## src/rtl/lfrw_pkg.sv

```systemverilog
package lfrw_pkg;

  localparam int PIXEL_COUNT   = 128;
  localparam int CHANNEL_COUNT = 4;

  localparam int CHAN_BYTES = PIXEL_COUNT * 3;
  localparam int STORE_PIX  = CHANNEL_COUNT * PIXEL_COUNT;
  localparam int ADDR_W     = (STORE_PIX > 1) ? $clog2(STORE_PIX) : 1;
  localparam int CH_W       = (CHANNEL_COUNT > 1) ? $clog2(CHANNEL_COUNT) : 1;
  localparam int USED_W     = 10;
  localparam int WORD_W     = 24;

  // Multiplying by 683 and dropping 11 bits divides any 9-bit value by three.
  localparam int DIV3_MUL   = 683;
  localparam int DIV3_SHIFT = 11;

  localparam logic [2:0] CMD_SELECT = 3'd0;
  localparam logic [2:0] CMD_WRITE  = 3'd1;
  localparam logic [2:0] CMD_READ   = 3'd2;
  localparam logic [2:0] CMD_ACK    = 3'd3;
  localparam logic [2:0] CMD_LOOP   = 3'd4;

  localparam logic [1:0] LANE_GREEN = 2'd0;
  localparam logic [1:0] LANE_RED   = 2'd1;
  localparam logic [1:0] LANE_BLUE  = 2'd2;

  typedef struct packed {
    logic              we;
    logic              re;
    logic [ADDR_W-1:0] addr;
    logic [WORD_W-1:0] wdata;
  } mem_req_t;

endpackage

```

## src/rtl/lfrw_scale.sv

```systemverilog
module lfrw_scale
  import lfrw_pkg::*;
(
  input  logic [31:0]       argb,
  output logic [WORD_W-1:0] grb
);

  function automatic logic [7:0] scale8(input logic [7:0] c, input logic [7:0] a);
    logic [15:0] p;
    logic [16:0] s;
    p = 16'(c) * 16'(a);
    s = 17'(p) + 17'(p[15:8]) + 17'd1;
    return s[15:8];
  endfunction

  assign grb = {scale8(argb[7:0], argb[31:24]),
                scale8(argb[23:16], argb[31:24]),
                scale8(argb[15:8], argb[31:24])};

endmodule

```

## config.mk

```make
export PLATFORM = sky130hd
export DESIGN_NAME = lfrw_scale
export DESIGN_NICKNAME = d
export VERILOG_FILES = /design/src/rtl/lfrw_pkg.sv /design/src/rtl/lfrw_scale.sv
export SDC_FILE = /design/constraint.sdc
export NUM_CORES = 1
export LEC_CHECK = 0
export BUFFER_PORTS_ARGS = -buffer_cell sky130_fd_sc_hd__buf_2
export CAP_MARGIN = 0
export CELL_PAD_IN_SITES_DETAIL_PLACEMENT = 0
export CELL_PAD_IN_SITES_GLOBAL_PLACEMENT = 1
export CORE_ASPECT_RATIO = 1.2
export CORE_MARGIN = 10
export CORE_UTILIZATION = 38
export DETAILED_ROUTE_END_ITERATION = 6
export PLACE_DENSITY = 0.76
export SLEW_MARGIN = 20
export SYNTH_ARGS = -nofsm -noshare
export SYNTH_HDL_FRONTEND = slang
export SYNTH_SLANG_ARGS = --single-unit
```

## constraint.sdc

```tcl
create_clock -name vclk -period 7.7
set_clock_uncertainty 0.2 [all_clocks]
set_input_delay 0 -clock vclk [all_inputs]
set_output_delay 0 -clock vclk [all_outputs]
set_load 0.005 [all_outputs]
```

==> metrics.md <==
| Metric | Value |
|---|---|
| Status | completed |
| Area delta synth->final | 7.13% |
| Comb power frac | 100.0% |
| Final global-route overflow total | 0 |
| Arrival @ worst endpoint | 6.11 ns |
| Cell Area, Placed | 8130 µm² |
| Vias in the first global route | 6269 |
| Crit-path cells | buf_2 -> nand2_1 -> fa_1 -> fa_1 -> inv_1 -> fa_1 -> inv_1 -> fa_1 -> inv_1 -> ha_1 -> a21oi_2 -> nand2_1 -> o21ba_2 -> o211a_1 -> nor3_1 -> inv_1 -> ha_1 -> o2111ai_1 -> and2_1 -> a221o_1 -> a2111oi_4 -> o211ai_1 -> xnor2_1 -> buf_2 |
| Final Setup Violations | 0 |
| Slew headroom | 45.0% |
| Final hold vios | 0 |
| Shortest period the worst path allows | 6.31 ns |
| Hold endpoint | grb[7] |
| VDD IR max | 0.322 mV |
| Via/cell ratio | 5.03 |
| DRT Wirelength | 16900 µm |
| CP max stage delay | 0.54 ns |
| Filler cells | 2028 |
| Cell Area, Synth | 7590 µm² |
| DR DRC count | 0 |
| Multi-input gate area | 6910 µm² |
| Layout net count | 1208 |
| Syn_nets | 1168 |
| Hold Path Depth | 7 |
| Die W | 149 µm |
| Max-cap viol count | 0 |
| Seq/Total Area, Yosys | 0% |
| Cells after synthesis | 902 |
| Internal power | 1.25 mW |
| Max Clk Rate | 159 MHz |
| Die area | 26100 µm² |
| 1st-iter DRT viols | 164 |
| Initial Utilization | 38.7% |
| Core area | 19600 µm² |
| Routability Congestion | 0.819 |
| Most common cell after layout, fill and taps aside | and2_1 |
| Setup Buffers After CTS | 0 |
| Net Sw Frac | 55.7% |
| Least-Margin Pin Slew | 0.818 ns |
| Rows | 56 |
| P_leak | 4.28 nW |
| Tot GR Track Use | 13.2% |
| Die height | 175 µm |
| Setup crit start | argb[31] |
| Clk pwr share | 0% |
| Fin area | 8140 µm² |
| I/O pin cnt | 56 |
| Total power | 2.81 mW |
| Top cells by area, synth | fa_1 (28%), ha_1 (21%), and2_1 (14%), inv_1 (8.1%), xnor2_1 (4.6%) |
| Via count | 6045 |
| First-pass GRT wire length | 30000 µm |
| IO buf count | 56 |
| Post-CTS Hold Buffers | 0 |
| Critical Path Start Type | primary input |
| Seq cells | 0 |
| Largest net degree at the start of global routing | 25 |
| Hold wc startpoint | argb[15] |
| Unrepaired setup endpoints after global routing | false |
| Share of cells above drive strength 1 | 7.87% |
| Yosys top cell area share | 28.5% |
| Post-route core utilization | 41.5% |
| Family with the most delay on the worst path | adder cells |
| # resized after CTS | 0 |
| Slowest-stage cell, CP | fa_1 |
| Final Max Tran Viols | 0 |
| Unique masters post-synth | 64 |
| Pwr Density | 345 nW/µm² |
| Critical path endpoint category | output port |
| Yosys top cell by area | fa_1 |
| First-pass detailed-route iteration total | 5 |
| Period utilization | 81.9% |
| Commonest non-fill, non-tap cells in the layout | and2_1 (169), inv_1 (164), ha_1 (126) |
| Initial antenna violation count | 4 |
| CP Max Fanout | 24 |
| Flop pwr share | 0% |
| Routed WL per cell | 14.1 µm |
| Buffers & Inverters on Critical Path | 6 |
| CP required | 7.50 ns |
| Worst hold slack | 0.835 ns |
| Final-layout clock buffer total | 0 |
| Switching power | 1.56 mW |
| Synthesis Warnings | 0 |
| WS Path Type | in2out |
| Syn Area/Cell | 8.42 µm² |
| HP Class | in2out |
| DP HPWL | 14400 µm |
| Setup_tns | 0 ns |
| Final ANT Viol Nets | 0 |
| FF+latch area | 0 µm² |
cell usage after synthesis, types with 9 or more instances:
cell type  number
a21o_1         10
a21oi_1        29
and2_1        169
clkbuf_1       18
fa_1          108
ha_1          126
inv_1         164
nand2_1        46
nand2b_1        9
nand3_1        13
nor2_1         27
nor3_1         11
o211ai_1        9
xnor2_1        40
xor2_1         18
metal layers:
| layer | vias to the layer above | track usage [%] | wire, µm |
|---|---|---|---|
| li1 | 2996 | - | - |
| met1 | 2959 | 17.0 | 7630 |
| met2 | 72 | 24.2 | 8610 |
| met3 | 12 | 1.11 | 583 |
| met4 | 6 | 0.737 | 92 |
| met5 | - | 0 | 29 |
power groups by stage:
stage	Combinational (mW)	Sequential, mW	Clock [mW]
4_1_cts	2.85	0	0
5_1_grt	3.23	0	0
2_1_floorplan	2.11	0	0
6_report	2.81	0	0.0000000174
3_5_place_dp	2.83	0	0
3_3_place_gp	2.81	0	0
stage by stage:
stage | cells | setup WS [ns]
6_report | 1202 | 1.39
3_5_place_dp | 1201 | 1.38
5_1_grt | 1201 | 0.929
2_1_floorplan | 902 | 1.95
3_3_place_gp | 1201 | 1.46
4_1_cts | 1201 | 1.38
final cells by class:
cell class,instances,share of cell area [%]
multi-input cells,719,84.9
inverters,165,7.61
well taps,261,4.01
repair buffers,56,3.45
diodes,1,0.0308
how the worst max path moves through the flow:
stage          endpoint  slack (ns)  depth (start not counted)
6_report        grb[23]        1.39                         24
5_1_grt         grb[23]        0.93                         24
4_1_cts         grb[19]        1.38                         24
3_5_place_dp    grb[19]        1.38                         24
3_3_place_gp    grb[19]        1.46                         24
2_1_floorplan   grb[19]        1.95                         23
worst min-delay path: stages:
cell     delay (ns)
buf_2          0.16
and2_1         0.16
fa_1           0.19
xor2_1         0.08
xnor2_1        0.17
xor2_1         0.16
buf_2          0.12
kinds of logic after synthesis:
logic type | share of synthesized area (%)
buffers and inverters | 9.05
muxes | 0.132
xor gates and xnor gates | 7.28
and+or+nand+nor | 23.2
AOI/OAI and AO/OA | 11.1
adders and majority gates | 49.2
(Power assumes the default switching activity.)
